[src/svi_pkg.sv]
// ----------------------------------------------------------------------------
// svi_pkg
// Shared types and constants for the strided view index pipeline.
// ----------------------------------------------------------------------------
package svi_pkg;

	localparam int DIV_BITS = 4;

	localparam logic [2:0] REG_VIEW_RANK    = 3'd0;
	localparam logic [2:0] REG_BASE_OFFSET  = 3'd1;
	localparam logic [2:0] REG_AXIS_EXTENTS = 3'd2;
	localparam logic [2:0] REG_AXIS_STRIDES = 3'd3;

	typedef struct packed {
		logic empty;
		logic contig;
		logic ovf;
	} svi_flags_t;

endpackage

[src/svi_div_step.sv]
// ----------------------------------------------------------------------------
// svi_div_step
// One register stage of a restoring divider, DIV_BITS quotient bits per stage.
// ----------------------------------------------------------------------------
module svi_div_step
	import svi_pkg::*;
#(
	parameter int PAD = 32,
	parameter int E   = 16,
	parameter int SW  = 8
) (
	input  logic           clk,
	input  logic           arst_n,
	input  logic           adv,
	input  logic           in_valid,
	input  logic [E-1:0]   in_rem,
	input  logic [PAD-1:0] in_num,
	input  logic [SW-1:0]  in_side,
	input  logic [E-1:0]   ext,
	output logic           out_valid,
	output logic [E-1:0]   out_rem,
	output logic [PAD-1:0] out_num,
	output logic [SW-1:0]  out_side
);

	logic [E-1:0]   rem_c;
	logic [PAD-1:0] num_c;

	always_comb begin
		logic [E:0] t;
		logic       q;
		rem_c = in_rem;
		num_c = in_num;
		for (int i = 0; i < DIV_BITS; i++) begin
			t = {rem_c, num_c[PAD-1]};
			if (t >= {1'b0, ext}) begin
				t = t - {1'b0, ext};
				q = 1'b1;
			end else begin
				q = 1'b0;
			end
			rem_c = t[E-1:0];
			num_c = {num_c[PAD-2:0], q};
		end
	end

	always_ff @(posedge clk or negedge arst_n) begin
		if (!arst_n) begin
			out_valid <= 1'b0;
		end else if (adv) begin
			out_valid <= in_valid;
		end
	end

	always_ff @(posedge clk) begin
		if (adv) begin
			out_rem  <= rem_c;
			out_num  <= num_c;
			out_side <= in_side;
		end
	end

endmodule

[src/svi_axis.sv]
// ----------------------------------------------------------------------------
// svi_axis
// One axis: pipelined divide by extent, coordinate times stride, accumulate.
// ----------------------------------------------------------------------------
module svi_axis
	import svi_pkg::*;
#(
	parameter int N = 32,
	parameter int E = 16
) (
	input  logic         clk,
	input  logic         arst_n,
	input  logic         adv,
	input  logic         in_valid,
	input  logic [N-1:0] in_num,
	input  logic [N-1:0] in_sum,
	input  logic [E:0]   in_exp,
	input  svi_flags_t   in_flags,
	input  logic [E-1:0] ext,
	input  logic [E-1:0] stride,
	output logic         out_valid,
	output logic [N-1:0] out_num,
	output logic [N-1:0] out_sum,
	output logic [E:0]   out_exp,
	output svi_flags_t   out_flags
);

	localparam int STEPS = (N + DIV_BITS - 1) / DIV_BITS;
	localparam int PAD   = STEPS * DIV_BITS;
	localparam int SW    = N + E + 1 + 3;
	localparam int AW    = ((N > 2 * E) ? N : 2 * E) + 1;

	logic           v   [0:STEPS];
	logic [E-1:0]   rem [0:STEPS];
	logic [PAD-1:0] num [0:STEPS];
	logic [SW-1:0]  side[0:STEPS];

	assign v[0]    = in_valid;
	assign rem[0]  = '0;
	assign num[0]  = PAD'(in_num);
	assign side[0] = {in_sum, in_exp, in_flags};

	for (genvar s = 0; s < STEPS; s++) begin : g_div
		svi_div_step #(.PAD(PAD), .E(E), .SW(SW)) u_step (
			.clk      (clk),
			.arst_n   (arst_n),
			.adv      (adv),
			.in_valid (v[s]),
			.in_rem   (rem[s]),
			.in_num   (num[s]),
			.in_side  (side[s]),
			.ext      (ext),
			.out_valid(v[s+1]),
			.out_rem  (rem[s+1]),
			.out_num  (num[s+1]),
			.out_side (side[s+1])
		);
	end

	logic [N-1:0] d_sum;
	logic [E:0]   d_exp;
	svi_flags_t   d_flags;
	assign {d_sum, d_exp, d_flags} = side[STEPS];

	logic           valid_s1;
	logic [2*E-1:0] prod_s1;
	logic [N-1:0]   num_s1;
	logic [N-1:0]   sum_s1;
	logic [E:0]     exp_s1;
	svi_flags_t     flags_s1;

	logic [2*E:0] exp_full;
	logic [E:0]   exp_next;
	svi_flags_t   flags_m;

	always_comb begin
		exp_full = d_exp * ext;
		if (exp_full > (2*E+1)'({1'b1, {E{1'b0}}})) begin
			exp_next = {1'b1, {E{1'b0}}};
		end else begin
			exp_next = exp_full[E:0];
		end
		flags_m        = d_flags;
		flags_m.empty  = d_flags.empty | (ext == '0);
		flags_m.contig = d_flags.contig & !((ext > E'(1)) && ({1'b0, stride} != d_exp));
	end

	logic          valid_s2;
	logic [N-1:0]  num_s2;
	logic [N-1:0]  sum_s2;
	logic [E:0]    exp_s2;
	svi_flags_t    flags_s2;
	logic [AW-1:0] wide;

	assign wide = AW'(sum_s1) + AW'(prod_s1);

	always_ff @(posedge clk or negedge arst_n) begin
		if (!arst_n) begin
			valid_s1 <= 1'b0;
			valid_s2 <= 1'b0;
		end else if (adv) begin
			valid_s1 <= v[STEPS];
			valid_s2 <= valid_s1;
		end
	end

	always_ff @(posedge clk) begin
		if (adv) begin
			prod_s1  <= rem[STEPS] * stride;
			num_s1   <= num[STEPS][N-1:0];
			sum_s1   <= d_sum;
			exp_s1   <= exp_next;
			flags_s1 <= flags_m;
			num_s2   <= num_s1;
			sum_s2   <= wide[N-1:0];
			exp_s2   <= exp_s1;
			flags_s2 <= '{empty: flags_s1.empty, contig: flags_s1.contig,
				ovf: flags_s1.ovf | (|wide[AW-1:N])};
		end
	end

	assign out_valid = valid_s2;
	assign out_num   = num_s2;
	assign out_sum   = sum_s2;
	assign out_exp   = exp_s2;
	assign out_flags = flags_s2;

endmodule

[config.mk]
export PLATFORM = sky130hd
export DESIGN_NAME = svi_axis
export DESIGN_NICKNAME = d
export VERILOG_FILES = /design/src/svi_pkg.sv /design/src/svi_div_step.sv /design/src/svi_axis.sv
export SDC_FILE = /design/constraint.sdc
export NUM_CORES = 2
export LEC_CHECK = 0
export ABC_AREA = 0
export BUFFER_PORTS_ARGS = -buffer_cell sky130_fd_sc_hd__buf_2
export CORE_UTILIZATION = 65
export DETAILED_ROUTE_END_ITERATION = 8
export GPL_ROUTABILITY_DRIVEN = 0
export GPL_TIMING_DRIVEN = 1
export PLACE_DENSITY_LB_ADDON = 0.08
export SETUP_SLACK_MARGIN = 0.05
export SYNTH_ARGS = -nofsm -noshare
export SYNTH_HDL_FRONTEND = slang
export SYNTH_SLANG_ARGS = --single-unit
[constraint.sdc]
create_clock -name clk -period 15.3 [get_ports clk]
set_clock_uncertainty 0.2 [all_clocks]
set_input_delay 2.295 -clock clk [delete_from_list [all_inputs] [get_ports clk]]
set_output_delay 2.295 -clock clk [all_outputs]
set_load 0.005 [all_outputs]
==> flow_summary.json <==
{
  "status": "complete, no violations",
  "cp_num_buf_inv": 6,
  "grt_setup_unrepaired": "no",
  "first_global_vias": 53700,
  "synth.area.top_cells": "sky130_fd_sc_hd__edfxtp_1 (39%), sky130_fd_sc_hd__ha_1 (12%), sky130_fd_sc_hd__fa_1 (11%)",
  "post-synth-top-area-cell": "sky130_fd_sc_hd__edfxtp_1",
  "numClockSinks": 1010,
  "use_met3": 0.0500,
  "timing_worst_slew_pin_value_ns": 1.03,
  "floorplan.die.height_um": 347,
  "final_min_period_over_clock_period": 0.930,
  "route.vias.total": 54300,
  "setup_bufs_post_cts": 0,
  "worst_skew_pair.late_latency_ns": 0.75,
  "yosys_register_bits": 1010,
  "cts.root.buffer_cell": "sky130_fd_sc_hd__clkbuf_16",
  "fmaxAchievable_mhz": 70.3,
  "final_layout_size_suffix_gt1_frac": 0.109,
  "finalWorstPathRequiredPeriod_ns": 14.22,
  "critPathMaxFanout": 19,
  "drv_slew": 0,
  "global_route.overflow_total": 0,
  "timing.critical_path.required_ns": 15.57,
  "synth_cells": 7044,
  "preCtsSetupSlack_ns": 0.436,
  "ys.warnings.count": 0,
  "crit_family": "compound AO/OA/AOI/OAI gates",
  "postRouteAntennaNets": 0,
  "end_kind": "flip-flop",
  "floorplan_die_width_um": 347,
  "antenna_violations_before_repair": 6,
  "port-buffer-count": 204,
  "synth-async-reset-ratio": 0.00990,
  "post-route-worst-setup-slack_ns": 1.08,
  "yosys_most_used_dff": "sky130_fd_sc_hd__edfxtp_1",
  "placed_cells": 8695,
  "final-hold-violation-count": 0,
  "hp-class": "flip-flop to flip-flop",
  "largest_net_degree_at_the_start_of_global_routing": 196,
  "area_share_of_xor_xnor_cells_in_the_synthesized_design": 0.0506,
  "pin_count": 205,
  "crit_path_max_incr_delay_ns": 0.76,
  "synth_adder_area_share": 0.232,
  "yosysMostFrequentCell": "sky130_fd_sc_hd__edfxtp_1",
  "instances_no_fill": 8890,
  "drt-initial-drc-count": 4343,
  "core_area_um2": 118000,
  "placed_area_um2": 80300,
  "globalRouteTotalUtil": 0.303,
  "clk_path_buf_depth": 3,
  "layout.nets": 8556,
  "post_synthesis_area_per_instance_um2": 11.0,
  "synthSimpleGateAreaFrac": 0.114,
  "crit_path_frequent_cell": "sky130_fd_sc_hd__o21ai_0",
  "ys_top_cells_by_count": "sky130_fd_sc_hd__edfxtp_1 (1,000), sky130_fd_sc_hd__ha_1 (739), sky130_fd_sc_hd__inv_1 (685)",
  "synth_top_family_by_area": "adder cells",
  "postLayoutCellArea_um2": 83800,
  "slew_headroom": 0.317,
  "yosysSeqAreaShare": 0.391,
  "areaGrowthSynthToFinish_pct": 8.34,
  "drt_pre_antenna_iters": 6,
  "syn_nets": 8337,
  "vias_per_cell": 6.11,
  "setup_viol": 0,
  "gr-max-usage-layer": "met2",
  "numCtsBuffers": 102,
  "fin_setup_tns_ns": 0,
  "worst_setup_path_start_kind": "input pin",
  "muxShareOfSynthArea": 0.0505,
  "syn-cell-area_um2": 77400,
  "grt_pass1_wl_um": 288000,
  "post_drt_wl_per_cell_um": 20.5,
  "hpwl_um": 133000,
  "ctsHtreeMaxLevel": 3,
  "initial_utilization": 0.655,
  "worst_ep_arrival_time_ns": 14.49,
  "number_of_maximum_capacitance_constraint_violations": 0,
  "distinct_cell_type_count_of_the_synthesized_netlist": 105,
  "synthesized_area_fraction_occupied_by_ao_oa_aoi_and_oai_cells": 0.119,
  "critPathKind": "input pin to flip-flop",
  "detail_route.wirelength_um": 182000,
  "worst_setup_hold_path_clk_slew_ns": 0.06,
  "synth_enable_flop_cells": 1000,
  "gr-usage-met2": 0.488,
  "tritoncts": "done",
  "drc": 0,
  "grtUsageMet1": 0.411,
  "yosys_top_cell_area_share": 0.388,
  "placement_rows": 126,
  "fp.dieArea_um2": 120000,
  "critical_path_cell_with_the_highest_stage_delay": "sky130_fd_sc_hd__or3_1"
}
==> cell type report <==
| cell class | count | area (um2) |
|---|---|---|
| fill | 8474 | 34200 |
| antenna | 5 | 12.5 |
| inverter | 695 | 2620 |
| clock inverter | 73 | 945 |
| tap | 1536 | 1920 |
| sequential | 1010 | 30300 |
| timing repair buffer | 281 | 1670 |
| clock buffer | 117 | 2630 |
| multi-input combinational | 5173 | 43800 |
==> cells by family after synthesis <==
| group | count (synthesis) |
|---|---|
| compound gates | 1405 |
| xor+xnor | 447 |
| fa+ha+maj | 1173 |
| buf+inv | 861 |
| flops | 1010 |
| mux | 343 |
| simple gates | 1805 |
==> worst paths after layout <==
check	from	endpoint	slack, ns	cells past startpoint
worst max-delay path	ext[6]	g_div[2].u_step.out_rem[8]	1.08	45
worst min-delay path	g_div[0].u_step.out_side[51]	g_div[1].u_step.out_side[51]	0.18	0
worst max register to register	g_div[6].u_step.out_rem[0]	g_div[7].u_step.out_rem[8]	2.81	46
worst min register to register	g_div[0].u_step.out_side[51]	g_div[1].u_step.out_side[51]	0.18	0
max in group asynchronous	arst_n	valid_s1	13.51	1
min in group asynchronous	arst_n	g_div[0].u_step.out_valid	1.20	1
==> state kept, by name, summed over array words and instances (netlist names) <==
signal,cells
g_div.u_step.out_side,416
g_div.u_step.out_num,256
g_div.u_step.out_rem,128
num_s1,32
out_num,32
out_sum,32
prod_s1,32
sum_s1,32
exp_s1,17
out_exp,17
g_div.u_step.out_valid,8
flags_s1,3
out_flags,3
out_valid,1
valid_s1,1
==> stage by stage <==
stage	hold WS, ns	util
6_report	0.184	0.710
5_1_grt	0.188	0.710
4_1_cts	0.181	0.710
3_5_place_dp	0.205	0.680
3_3_place_gp	0.200	0.680
2_1_floorplan	0.200	-
==> cells in the final DEF, fill, tap and decap left out, types with 37 or more instances in the layout <==
cell type | synthesis | routed
sky130_fd_sc_hd__xnor2_1 | 304 | 304
sky130_fd_sc_hd__fa_1 | 434 | 434
sky130_fd_sc_hd__o21ai_0 | 264 | 263
sky130_fd_sc_hd__nand2_1 | 624 | 624
sky130_fd_sc_hd__buf_2 | 20 | 203
sky130_fd_sc_hd__nand2b_1 | 56 | 56
sky130_fd_sc_hd__xor2_1 | 143 | 143
sky130_fd_sc_hd__mux2_2 | 237 | 237
sky130_fd_sc_hd__edfxtp_1 | 1000 | 1000
sky130_fd_sc_hd__a21o_1 | 190 | 190
sky130_fd_sc_hd__nand4_1 | 75 | 75
sky130_fd_sc_hd__nor2b_1 | 99 | 99
sky130_fd_sc_hd__buf_4 | 7 | 72
sky130_fd_sc_hd__nor3_1 | 123 | 123
sky130_fd_sc_hd__and3_1 | 57 | 57
sky130_fd_sc_hd__o21bai_1 | 50 | 50
sky130_fd_sc_hd__nor2_1 | 328 | 328
sky130_fd_sc_hd__clkbuf_16 | 0 | 103
sky130_fd_sc_hd__nand3_1 | 83 | 83
sky130_fd_sc_hd__o21a_1 | 101 | 101
sky130_fd_sc_hd__inv_1 | 685 | 680
sky130_fd_sc_hd__ha_1 | 739 | 739
sky130_fd_sc_hd__a211oi_1 | 37 | 37
sky130_fd_sc_hd__and2_1 | 221 | 221
sky130_fd_sc_hd__mux2i_1 | 56 | 56
sky130_fd_sc_hd__a21oi_1 | 419 | 419
==> layer usage <==
metal,up-vias,part of all wire
met5,-,0.00016
met4,6,0.044
met3,479,0.078
met2,2013,0.46
met1,26200,0.42
li1,25600,-
==> repair_timing <==
action,CTS,global route
setup endpoints to repair,0,20
resized for setup,0,2
hold buffers,0,0
Power is left out: the tool's default activity adds up to more than one toggle a clock period on the data nets, which glitch-free logic cannot reach.
